### src/hw/rtl/clcd_pkg.sv
`timescale 1ns / 1ps
// ----------------------------------------------------------------------------
// clcd_pkg - shared types and constants for the character LCD sequencer
// Request codes, register indexes, init tables and the segment descriptor.
// ----------------------------------------------------------------------------
package clcd_pkg;

   // Width of the loaded wait values and the default countdown width
   localparam int SEG_WAIT_WIDTH     = 16;
   localparam int WAIT_WIDTH_DEFAULT = 16;
   localparam int STEP_WIDTH         = 5;
   localparam int CSR_INDEX_WIDTH    = 3;
   localparam int CSR_DATA_WIDTH     = 16;

   // Request codes carried on the input tuser
   typedef enum logic [2:0] {
      OP_TICK   = 3'd0,
      OP_INSTR  = 3'd1,
      OP_DATA   = 3'd2,
      OP_CURSOR = 3'd3,
      OP_CLEAR  = 3'd4,
      OP_INIT   = 3'd5
   } op_type;

   // Configuration register indexes
   typedef enum logic [CSR_INDEX_WIDTH-1:0] {
      REG_ENABLE_HIGH  = 3'd0,
      REG_NIBBLE_GAP   = 3'd1,
      REG_COMMAND_WAIT = 3'd2,
      REG_DATA_WAIT    = 3'd3,
      REG_POWER_UP     = 3'd4
   } reg_index_type;

   // Fixed bytes of the controller instruction set
   localparam logic [7:0] ROW0_BASE     = 8'h80;
   localparam logic [7:0] ROW1_BASE     = 8'hC0;
   localparam logic [7:0] CMD_FUNC_SET  = 8'h28;
   localparam logic [7:0] CMD_DISP_ON   = 8'h0C;
   localparam logic [7:0] CMD_CLEAR     = 8'h01;
   localparam logic [7:0] CMD_ENTRY     = 8'h06;

   // Power-up wake nibbles and the fixed settle times after each
   localparam logic [3:0] INIT_NIBBLE [4] = '{4'h3, 4'h3, 4'h3, 4'h2};
   localparam logic [SEG_WAIT_WIDTH-1:0] INIT_FIXED_US [4] =
      '{16'd5000, 16'd150, 16'd150, 16'd1000};

   // Configuration as seen by the sequencer
   typedef struct packed {
      logic [7:0]                enable_high_us;
      logic [9:0]                nibble_gap_us;
      logic [SEG_WAIT_WIDTH-1:0] command_wait_us;
      logic [SEG_WAIT_WIDTH-1:0] data_wait_us;
      logic [SEG_WAIT_WIDTH-1:0] power_up_wait_us;
   } cfg_type;

   // One timed pin segment
   typedef struct packed {
      logic                      valid;    // segment exists, sequence goes on
      logic                      en;       // EN level during the segment
      logic                      nib_we;   // segment drives new data pins
      logic [3:0]                nibble;
      logic [SEG_WAIT_WIDTH-1:0] wait_us;
   } seg_type;

   // Segments of one byte: high nibble strobe, gap, low nibble strobe, gap, post wait
   function automatic seg_type byte_seg(input logic [2:0] sub, input logic [7:0] b,
                                        input logic [SEG_WAIT_WIDTH-1:0] post,
                                        input cfg_type cfg);
      seg_type s;
      s         = '0;
      s.valid   = 1'b1;
      s.nibble  = b[7:4];
      case (sub)
         3'd0: begin
            s.en      = 1'b1;
            s.nib_we  = 1'b1;
            s.nibble  = b[7:4];
            s.wait_us = SEG_WAIT_WIDTH'(cfg.enable_high_us);
         end
         3'd1: s.wait_us = SEG_WAIT_WIDTH'(cfg.nibble_gap_us);
         3'd2: begin
            s.en      = 1'b1;
            s.nib_we  = 1'b1;
            s.nibble  = b[3:0];
            s.wait_us = SEG_WAIT_WIDTH'(cfg.enable_high_us);
         end
         3'd3: s.wait_us = SEG_WAIT_WIDTH'(cfg.nibble_gap_us);
         default: s.wait_us = post;
      endcase
      return s;
   endfunction

endpackage

### src/hw/rtl/char_lcd_4bit_sequencer.sv
`timescale 1ns / 1ps
// ----------------------------------------------------------------------------
// char_lcd_4bit_sequencer - character LCD driver, 4-bit bus
// Steps timed RS/EN/D7..D4 pin sequences from tick and request transactions.
// ----------------------------------------------------------------------------
// Usage:
//   req_ carries one transaction per microsecond tick or per request (byte,
//   character, set cursor, clear, init). Each transaction gives exactly one
//   rsp_ transaction with the pin levels after it, the busy flag and whether
//   it started a sequence. Requests that arrive while busy are refused.
//   Order: a taken transaction sits in the input register and its result is
//   registered in the output register once the output is free.
//   Throughput: one transaction per cycle while the output is free; the input
//   register, the state update and the output register form a two-stage pipeline.
//   Stall: while rsp_tready is low the result holds; one more transaction
//   waits in the input register, then req_tready drops.
//   Reset (synchronous): sequencer idle, all pins low, timing registers at
//   their defaults (EN 1, gap 100, command 2000, data 100, power-up 20000).
//   csr_ writes take effect at once and are meant for idle periods.
// ----------------------------------------------------------------------------
module char_lcd_4bit_sequencer import clcd_pkg::*; #(
   parameter int WAIT_COUNTER_WIDTH = WAIT_WIDTH_DEFAULT
) (
   input  logic                       clock,
   input  logic                       reset,
   // request channel
   input  logic                       req_tvalid,
   output logic                       req_tready,
   input  logic [15:0]                req_tdata,   // byte_value[7:0], row[8], col[14:9]
   input  logic [2:0]                 req_tuser,   // command[2:0]
   // result channel
   output logic                       rsp_tvalid,
   input  logic                       rsp_tready,
   output logic [7:0]                 rsp_tdata,   // register_select[0], enable_pin[1],
                                                   // data_nibble[5:2], busy_res[6], accepted[7]
   // configuration
   input  logic                       csr_we,
   input  logic [CSR_INDEX_WIDTH-1:0] csr_index,
   input  logic [CSR_DATA_WIDTH-1:0]  csr_wdata
);

   localparam int W          = WAIT_COUNTER_WIDTH;
   localparam int SAT_WIDTH  = (W > SEG_WAIT_WIDTH) ? W : SEG_WAIT_WIDTH;
   localparam logic [SAT_WIDTH-1:0] WAIT_MAX = SAT_WIDTH'({W{1'b1}});

   cfg_type cfg;
   seg_type seg;

   // input register
   logic                  in_valid_ff, in_valid_in;
   logic [2:0]            in_cmd_ff;
   logic [7:0]            in_byte_ff;
   logic                  in_row_ff;
   logic [5:0]            in_col_ff;

   // output register
   logic                  out_valid_ff, out_valid_in;
   logic [7:0]            out_data_ff, out_data_in;

   // sequencer state
   logic                  running_ff, running_in;
   op_type                op_ff, op_in;
   logic [STEP_WIDTH-1:0] step_ff, step_in;
   logic [W-1:0]          wait_ff, wait_in;
   logic [7:0]            byte_ff, byte_in;
   logic                  rs_ff, rs_in;
   logic                  en_ff, en_in;
   logic [3:0]            nib_ff, nib_in;

   logic                  out_free, advance, take;
   logic                  is_tick, is_req, start;
   logic [W-1:0]          wait_dec;
   logic [7:0]            new_byte;
   op_type                op_sel;
   logic [STEP_WIDTH-1:0] step_sel;
   logic [7:0]            byte_sel;
   logic [SAT_WIDTH-1:0]  seg_wait_ext;
   logic [W-1:0]          seg_wait_sat;

   clcd_csr u_csr (
      .clock     (clock),
      .reset     (reset),
      .csr_we    (csr_we),
      .csr_index (csr_index),
      .csr_wdata (csr_wdata),
      .cfg       (cfg)
   );

   // Pipeline flow control
   assign out_free   = !out_valid_ff || rsp_tready;
   assign advance    = in_valid_ff && out_free;
   assign req_tready = !in_valid_ff || advance;
   assign take       = req_tvalid && req_tready;

   // Request classification
   assign is_tick = (in_cmd_ff == OP_TICK);
   assign is_req  = (in_cmd_ff == OP_INSTR) || (in_cmd_ff == OP_DATA) ||
                    (in_cmd_ff == OP_CURSOR) || (in_cmd_ff == OP_CLEAR) ||
                    (in_cmd_ff == OP_INIT);
   assign start   = is_req && !running_ff;
   assign wait_dec = (wait_ff != '0) ? wait_ff - W'(1) : '0;

   // Byte latched by a new request
   always_comb begin
      case (in_cmd_ff)
         OP_INSTR, OP_DATA: new_byte = in_byte_ff;
         OP_CURSOR:         new_byte = (in_row_ff ? ROW1_BASE : ROW0_BASE) + {2'b00, in_col_ff};
         OP_CLEAR:          new_byte = CMD_CLEAR;
         default:           new_byte = '0;
      endcase
   end

   // Segment lookup: first segment on a start, following one on a tick
   assign op_sel   = start ? op_type'(in_cmd_ff) : op_ff;
   assign step_sel = start ? '0 : step_ff + STEP_WIDTH'(1);
   assign byte_sel = start ? new_byte : byte_ff;

   clcd_segment u_segment (
      .op         (op_sel),
      .step       (step_sel),
      .byte_value (byte_sel),
      .cfg        (cfg),
      .seg        (seg)
   );

   // Clamp the loaded wait to the countdown range
   assign seg_wait_ext = SAT_WIDTH'(seg.wait_us);
   assign seg_wait_sat = (seg_wait_ext > WAIT_MAX) ? WAIT_MAX[W-1:0] : seg_wait_ext[W-1:0];

   // Sequencer state update, once per transaction leaving the input register
   always_comb begin
      running_in = running_ff;
      op_in      = op_ff;
      step_in    = step_ff;
      wait_in    = wait_ff;
      byte_in    = byte_ff;
      rs_in      = rs_ff;
      en_in      = en_ff;
      nib_in     = nib_ff;
      if (advance) begin
         if (start) begin
            running_in = 1'b1;
            op_in      = op_sel;
            step_in    = '0;
            byte_in    = new_byte;
            rs_in      = (in_cmd_ff == OP_DATA);
            en_in      = seg.en;
            wait_in    = seg_wait_sat;
            if (seg.nib_we)
               nib_in = seg.nibble;
         end else if (is_tick && running_ff) begin
            if (wait_dec == '0) begin
               if (seg.valid) begin
                  step_in = step_sel;
                  en_in   = seg.en;
                  wait_in = seg_wait_sat;
                  if (seg.nib_we)
                     nib_in = seg.nibble;
               end else begin
                  // sequence done: EN low, RS and data pins hold
                  running_in = 1'b0;
                  en_in      = 1'b0;
                  op_in      = OP_TICK;
                  step_in    = '0;
                  wait_in    = '0;
               end
            end else begin
               wait_in = wait_dec;
            end
         end
      end
   end

   // Input and output register next values
   always_comb begin
      in_valid_in  = take ? 1'b1 : (advance ? 1'b0 : in_valid_ff);
      out_valid_in = advance ? 1'b1 : (rsp_tready ? 1'b0 : out_valid_ff);
      out_data_in  = advance ? {start, running_in, nib_in, en_in, rs_in} : out_data_ff;
   end

   always_ff @(posedge clock) begin
      if (reset) begin
         in_valid_ff  <= 1'b0;
         out_valid_ff <= 1'b0;
         out_data_ff  <= '0;
         running_ff   <= 1'b0;
         op_ff        <= OP_TICK;
         step_ff      <= '0;
         wait_ff      <= '0;
         byte_ff      <= '0;
         rs_ff        <= 1'b0;
         en_ff        <= 1'b0;
         nib_ff       <= '0;
      end else begin
         in_valid_ff  <= in_valid_in;
         out_valid_ff <= out_valid_in;
         out_data_ff  <= out_data_in;
         running_ff   <= running_in;
         op_ff        <= op_in;
         step_ff      <= step_in;
         wait_ff      <= wait_in;
         byte_ff      <= byte_in;
         rs_ff        <= rs_in;
         en_ff        <= en_in;
         nib_ff       <= nib_in;
      end
   end

   // Input payload register
   always_ff @(posedge clock) begin
      if (take) begin
         in_cmd_ff  <= req_tuser;
         in_byte_ff <= req_tdata[7:0];
         in_row_ff  <= req_tdata[8];
         in_col_ff  <= req_tdata[14:9];
      end
   end

   assign rsp_tvalid = out_valid_ff;
   assign rsp_tdata  = out_data_ff;

endmodule

### src/hw/rtl/clcd_csr.sv
`timescale 1ns / 1ps
// ----------------------------------------------------------------------------
// clcd_csr - timing configuration registers
// Write-only register file for the pin timing of the LCD sequencer.
// ----------------------------------------------------------------------------
module clcd_csr import clcd_pkg::*; (
   input  logic                       clock,
   input  logic                       reset,
   input  logic                       csr_we,
   input  logic [CSR_INDEX_WIDTH-1:0] csr_index,
   input  logic [CSR_DATA_WIDTH-1:0]  csr_wdata,
   output cfg_type                    cfg
);

   cfg_type cfg_ff, cfg_in;

   // Register write decode; unknown indexes are dropped
   always_comb begin
      cfg_in = cfg_ff;
      if (csr_we) begin
         unique case (csr_index)
            REG_ENABLE_HIGH:  cfg_in.enable_high_us   = csr_wdata[7:0];
            REG_NIBBLE_GAP:   cfg_in.nibble_gap_us    = csr_wdata[9:0];
            REG_COMMAND_WAIT: cfg_in.command_wait_us  = csr_wdata[15:0];
            REG_DATA_WAIT:    cfg_in.data_wait_us     = csr_wdata[15:0];
            REG_POWER_UP:     cfg_in.power_up_wait_us = csr_wdata[15:0];
            default: ;
         endcase
      end
   end

   always_ff @(posedge clock) begin
      if (reset) begin
         cfg_ff.enable_high_us   <= 8'd1;
         cfg_ff.nibble_gap_us    <= 10'd100;
         cfg_ff.command_wait_us  <= 16'd2000;
         cfg_ff.data_wait_us     <= 16'd100;
         cfg_ff.power_up_wait_us <= 16'd20000;
      end else begin
         cfg_ff <= cfg_in;
      end
   end

   assign cfg = cfg_ff;

endmodule

### src/hw/rtl/clcd_segment.sv
`timescale 1ns / 1ps
// ----------------------------------------------------------------------------
// clcd_segment - segment decoder
// Maps operation and step number to EN level, data nibble and segment wait.
// ----------------------------------------------------------------------------
module clcd_segment import clcd_pkg::*; (
   input  op_type                  op,
   input  logic [STEP_WIDTH-1:0]   step,
   input  logic [7:0]              byte_value,
   input  cfg_type                 cfg,
   output seg_type                 seg
);

   logic [STEP_WIDTH-1:0] step_m1;
   logic [1:0]            wake_idx;

   assign step_m1  = step - STEP_WIDTH'(1);
   assign wake_idx = step_m1[2:1];

   always_comb begin
      seg = '0;
      unique case (op)
         OP_INSTR, OP_CURSOR: begin
            if (step <= STEP_WIDTH'(4))
               seg = byte_seg(step[2:0], byte_value, cfg.command_wait_us, cfg);
         end
         OP_DATA: begin
            if (step <= STEP_WIDTH'(4))
               seg = byte_seg(step[2:0], byte_value, cfg.data_wait_us, cfg);
         end
         OP_CLEAR: begin
            if (step <= STEP_WIDTH'(4)) begin
               seg = byte_seg(step[2:0], CMD_CLEAR, cfg.command_wait_us, cfg);
            end else if (step == STEP_WIDTH'(5)) begin
               // extra wait for the display clear to finish
               seg.valid   = 1'b1;
               seg.wait_us = cfg.command_wait_us;
            end
         end
         OP_INIT: begin
            if (step == '0) begin
               seg.valid   = 1'b1;
               seg.wait_us = cfg.power_up_wait_us;
            end else if (step <= STEP_WIDTH'(8)) begin
               // wake-up nibbles: strobe, then gap plus fixed settle
               seg.valid = 1'b1;
               if (!step_m1[0]) begin
                  seg.en      = 1'b1;
                  seg.nib_we  = 1'b1;
                  seg.nibble  = INIT_NIBBLE[wake_idx];
                  seg.wait_us = SEG_WAIT_WIDTH'(cfg.enable_high_us);
               end else begin
                  seg.wait_us = SEG_WAIT_WIDTH'(cfg.nibble_gap_us) + INIT_FIXED_US[wake_idx];
               end
            end else if (step <= STEP_WIDTH'(13)) begin
               seg = byte_seg(3'(step - STEP_WIDTH'(9)), CMD_FUNC_SET,
                              cfg.command_wait_us, cfg);
            end else if (step <= STEP_WIDTH'(18)) begin
               seg = byte_seg(3'(step - STEP_WIDTH'(14)), CMD_DISP_ON,
                              cfg.command_wait_us, cfg);
            end else if (step <= STEP_WIDTH'(23)) begin
               seg = byte_seg(3'(step - STEP_WIDTH'(19)), CMD_CLEAR,
                              cfg.command_wait_us, cfg);
            end else if (step == STEP_WIDTH'(24)) begin
               seg.valid   = 1'b1;
               seg.wait_us = cfg.command_wait_us;
            end else if (step <= STEP_WIDTH'(29)) begin
               seg = byte_seg(3'(step - STEP_WIDTH'(25)), CMD_ENTRY,
                              cfg.command_wait_us, cfg);
            end
         end
         default: seg = '0;
      endcase
   end

endmodule

### config.mk
export PLATFORM = sky130hd
export DESIGN_NAME = char_lcd_4bit_sequencer
export DESIGN_NICKNAME = d
export VERILOG_FILES = /design/src/hw/rtl/clcd_pkg.sv /design/src/hw/rtl/char_lcd_4bit_sequencer.sv /design/src/hw/rtl/clcd_csr.sv /design/src/hw/rtl/clcd_segment.sv
export SDC_FILE = /design/constraint.sdc
export NUM_CORES = 1
export LEC_CHECK = 0
export ABC_AREA = 1
export ABC_CLOCK_PERIOD_IN_PS = 6200
export BUFFER_PORTS_ARGS = -buffer_cell sky130_fd_sc_hd__buf_2
export CORE_MARGIN = 2
export CORE_UTILIZATION = 35
export DETAILED_ROUTE_END_ITERATION = 16
export GPL_TIMING_DRIVEN = 1
export PLACE_DENSITY_LB_ADDON = 0.1
export SYNTH_ARGS = -nofsm -noshare
export SYNTH_HDL_FRONTEND = slang
export SYNTH_SLANG_ARGS = --single-unit
### constraint.sdc
create_clock -name clock -period 6.2 [get_ports clock]
set_input_delay 0.62 -clock clock [delete_from_list [all_inputs] [get_ports clock]]
set_output_delay 0.62 -clock clock [all_outputs]
set_load 0.005 [all_outputs]
==> run summary <==
The switching power as a share of total power is 0.3530. The synthesized cell area is 8875 µm². The clock arrives with 0.01417 ns of skew. The final-layout worst hold slack came out at about 0.36 ns. The setup slack of the critical path after layout came out at between 1 and 1.5 ns. The combinational share of power is 0.250.

The number of violations of the max-capacitance limit is 0. From synthesis to final layout, the design area changed by 12.10%. The share of synthesized area in the top cell type comes to 0.2594. The net count after synthesis is around 1400.

The maximum fanout along the worst path came out at 19. For this run, the number of Yosys warnings is 0. The ratio of final minimum period to clock period came out at 0.7976.

The worst path needs slightly below 5 ns of the cycle, external delays included. The final HPWL from detailed placement came out at around 22000 µm. Counting along the longest clock path gives a buffer depth of 2. The via-per-instance ratio is approximately 5.3. The total routed wirelength is just over 30000 µm. The number of cell instances on the worst register-to-register path is 26. The peak ir drop on the vdd network came out at 0.1934 mV. The final routed wire length divided by cell count came out at between 15 and 20 µm. The critical path's slowest cell is sky130_fd_sc_hd__edfxtp_1. Synthesis instantiated 52 different standard cells from the library. The critical path depth came out at 26. The clock tree from TritonCTS is done. The TritonCTS sink count came out at between 100 and 150. For this design the static power due to leakage is 4.521 nW. 53 I/O pins were placed.

The total power divided by cell area came out at ~260 nW/µm². The die covers ~27000 µm². The synthesized area per cell came out at 6.450 µm². The share of total power dissipated in the clock network is 0.392. The final estimated routing congestion in global placement is just over 0.9.

The master cell of the clock root buffer is sky130_fd_sc_hd__clkbuf_16. In this run, CTS created clock tree buffers numbering 17. The number of antenna violations at the first check in global routing was 0. The die is about 160 µm wide. In this run the post-CTS setup repair buffer count came out at 0. The global-route usage over all layers came out at 0.2386. The flow ran to the end, and the final reports show no timing, DRC or antenna violations.

The cell depth of the worst hold path came out at 1. Setup total negative slack on the finished layout was measured at 0 ns. The H-tree generated during clock tree synthesis spans 4 levels.

The total buffers and inverters traversed by the critical path is 3. Counting every instance in the synthesized netlist gives roughly 1400. For the worst setup path, the data arrival time is ~5.3 ns. The transition time at the pin with the least slew margin came out at just over 0.9 ns. The class of the tightest hold or removal check is input port to flop. The headroom to the max-slew limit came out at 0.3943.

The net count of the finished layout is approximately 1500. The number of filler cells placed in the layout is 2790. The proportion of power drawn by flip-flops and latches is 0.358. By area the synthesized netlist is led by sky130_fd_sc_hd__dfxtp_1 (26%), sky130_fd_sc_hd__nand2_1 (13%), sky130_fd_sc_hd__o21ai_0 (8.3%), sky130_fd_sc_hd__a21oi_1 (7.8%), sky130_fd_sc_hd__inv_1 (6.7%). The worst setup path is captured at a flop. The number of hold violations in the final report is 0.

After synthesis the netlist holds a flip-flop and latch count of about 130. Clock latency on the worst-skew pair, taken at its later pin, is roughly 0.43 ns. Setup violations remaining at the end of the flow were counted as 0. The number of port buffers is 51. The gate family responsible for the most delay along the worst path is simple AND/OR/NAND/NOR gates. The part of the Yosys area used for sequential elements is 0.3203.

Once layout is complete, the cells apart from fillers number about 1700. Setup repair after global routing left no endpoint under its margin. The number of placement rows is slightly below 60. The vertical die dimension came out at ~160 µm. Once the clock tree was built, the resizer swapped 0 gates to a different size.

The number of diodes added for antenna fixing is 0. Prior to clock tree synthesis, the placed netlist has a worst setup slack of approximately 1.3 ns. The clock slew seen by the registers of the worst setup and hold paths came out at roughly 0.070 ns.

The initial DRC count came out at 710. By startpoint and endpoint, the worst setup path is classified as flop to flop. The post-route DRC violation count came out at 0.

The routed layout has 9194 vias. The internal power summed over all cells came out at 1.701 mW. The maximum clock rate came out at just over 200 MHz.

The max-slew violation count is 0. The instance count after placement with tap cells included came out at roughly 1700. Global routing finished with a remaining overflow of 0. The first global-routing pass estimated 48680 µm of wire. The placeable core region is roughly 25000 µm². Of the cells placed in the final design, the portion with a size suffix greater than 1 is 0.1095.

The via count of the first global-routing pass came out at around 8400. The total of hold buffers inserted after clock tree synthesis is 0. The required time of the critical path came out at 6.51 ns. The post-detailed-route count of antenna-violating nets is 0. The initial cell density of the core is 0.3545. The switching power is just over 0.9 mW. The detailed-router iteration count before antenna repair came out at 5.

The startpoint type of the worst setup path is a flop. Summed over all instances, the cell type with the most area after synthesis is sky130_fd_sc_hd__dfxtp_1. The maximum number of pins on one net before global-route repair came out at 85. The highest cell delay on the worst timing path is 0.55 ns.
## synth_stat cells (all sizes together)
library cell,count
o21ai,160
a31oi,8
a21oi,145
inv,169
nand2,332
o22ai,18
clkbuf,34
a21boi,1
o211ai,22
clkinv,7
o221ai,3
and3,1
o21bai,3
edfxtp,18
a211oi,4
or2,1
nand3,78
ha,22
nor3,17
nor2,149
fa,1
a221oi,1
xor2,3
o41ai,1
a22oi,5
a221o,1
dfxtp,115
xnor2,6
a22o,1
o31ai,1
buf,22
nand4,27
## path summary, 6_finish.rpt
check / end / slack (ns) / start
min reg2reg: byte_ff[1]$_SDFFE_PP0P_ / 0.45 / byte_ff[1]$_SDFFE_PP0P_
max: wait_ff[9]$_SDFFE_PP0P_ / 1.25 / in_cmd_ff[0]$_DFFE_PP_
min: in_col_ff[4]$_DFFE_PP_ / 0.36 / req_tdata[13]
max reg2reg: wait_ff[9]$_SDFFE_PP0P_ / 1.25 / in_cmd_ff[0]$_DFFE_PP_
## logic make-up after synthesis
kind of cell,count (synthesis),synth area share
AND/OR/NAND/NOR,605,0.2949
AO/OA/AOI/OAI,374,0.2356
buffers and inverters,232,0.1070
flip-flops,133,0.3203
adder cells (fa/ha/maj),23,0.03327
XOR/XNOR,9,0.008882
## cell type report
cell class | instances | area [µm²] | share of cell area
repair buffers | 64 | 352.8 | 0.03547
well taps | 330 | 412.9 | 0.04150
clock inverters | 13 | 132.6 | 0.01333
inverters | 176 | 665.6 | 0.06691
clock buffers | 19 | 454.2 | 0.04565
flip-flops and latches | 133 | 2843 | 0.2858
multi-input cells | 1011 | 5087 | 0.5114
## power groups by stage
stage / combinational [mW] / sequential (mW) / clock, mW
5_1_grt: 0.733 / 0.946 / 1.08
6_report: 0.657 / 0.942 / 1.03
2_1_floorplan: 0.467 / 0.950 / 0
3_3_place_gp: 0.648 / 0.960 / 0
3_5_place_dp: 0.650 / 0.960 / 0
4_1_cts: 0.653 / 0.941 / 1.05
## registers in the layout (all words and copies together), names as in the netlist, 3 cells and up
register / cells
byte_ff: 8
in_byte_ff: 8
in_cmd_ff: 3
in_col_ff: 6
nib_ff: 4
op_ff: 3
rsp_tdata: 8
step_ff: 5
u_csr.cfg: 66
wait_ff: 16
## stage by stage
step           cell area (µm²)  utilization  power [mW]
5_1_grt                   9948       0.3974       2.764
4_1_cts                   9948       0.3974       2.640
6_report                  9948       0.3974       2.629
3_3_place_gp              9361       0.3739       1.609
3_5_place_dp              9361       0.3739       1.610
2_1_floorplan             8875            -       1.417
## layout by cell type (no fill, tap or decap), types with 8 or more instances in the layout
cell type,netlist,routed
sky130_fd_sc_hd__ha_1,22,22
sky130_fd_sc_hd__o21ai_1,8,8
sky130_fd_sc_hd__clkbuf_16,0,18
sky130_fd_sc_hd__o211ai_1,21,21
sky130_fd_sc_hd__dfxtp_1,115,115
sky130_fd_sc_hd__edfxtp_1,18,18
sky130_fd_sc_hd__o22ai_1,18,18
sky130_fd_sc_hd__nand4_1,27,27
sky130_fd_sc_hd__o21ai_0,148,148
sky130_fd_sc_hd__inv_1,159,158
sky130_fd_sc_hd__nand3_1,72,72
sky130_fd_sc_hd__nor2_1,142,142
sky130_fd_sc_hd__nand2_1,313,313
sky130_fd_sc_hd__buf_4,3,13
sky130_fd_sc_hd__inv_2,9,9
sky130_fd_sc_hd__nand2_2,15,15
sky130_fd_sc_hd__nor3_1,14,13
sky130_fd_sc_hd__a31oi_1,8,8
sky130_fd_sc_hd__buf_2,14,51
sky130_fd_sc_hd__a21oi_1,139,139
## worst reg2reg max path, stage by stage, from the launching register on
cell,delay (ns)
sky130_fd_sc_hd__edfxtp_1,0.55
sky130_fd_sc_hd__o21ai_4,0.23
sky130_fd_sc_hd__a21oi_2,0.11
sky130_fd_sc_hd__nor2_1,0.37
sky130_fd_sc_hd__inv_1,0.24
sky130_fd_sc_hd__ha_1,0.26
sky130_fd_sc_hd__inv_1,0.09
sky130_fd_sc_hd__nand3_4,0.23
sky130_fd_sc_hd__nand2_1,0.29
sky130_fd_sc_hd__ha_1,0.27
sky130_fd_sc_hd__ha_1,0.17
sky130_fd_sc_hd__inv_1,0.07
sky130_fd_sc_hd__fa_1,0.40
sky130_fd_sc_hd__o21ai_0,0.29
sky130_fd_sc_hd__a21oi_1,0.13
sky130_fd_sc_hd__nor2_1,0.14
sky130_fd_sc_hd__nor2_1,0.07
sky130_fd_sc_hd__o21ai_0,0.25
sky130_fd_sc_hd__nand2_1,0.08
sky130_fd_sc_hd__nand2_1,0.06
sky130_fd_sc_hd__nor2_1,0.04
sky130_fd_sc_hd__nor2_1,0.08
sky130_fd_sc_hd__nand2_1,0.11
sky130_fd_sc_hd__nand2_1,0.08
sky130_fd_sc_hd__nand2_1,0.04
sky130_fd_sc_hd__a21oi_1,0.12
sky130_fd_sc_hd__nor2_1,0.05
## layer usage
| layer | wire [µm] | global-route usage |
|---|---|---|
| met5 | 0 | 0 |
| met4 | 634 | 0.07281 |
| met3 | 1833 | 0.02819 |
| met2 | 13920 | 0.3847 |
| met1 | 14660 | 0.3332 |
No activity file was read; power rests on OpenSTA's default activity.
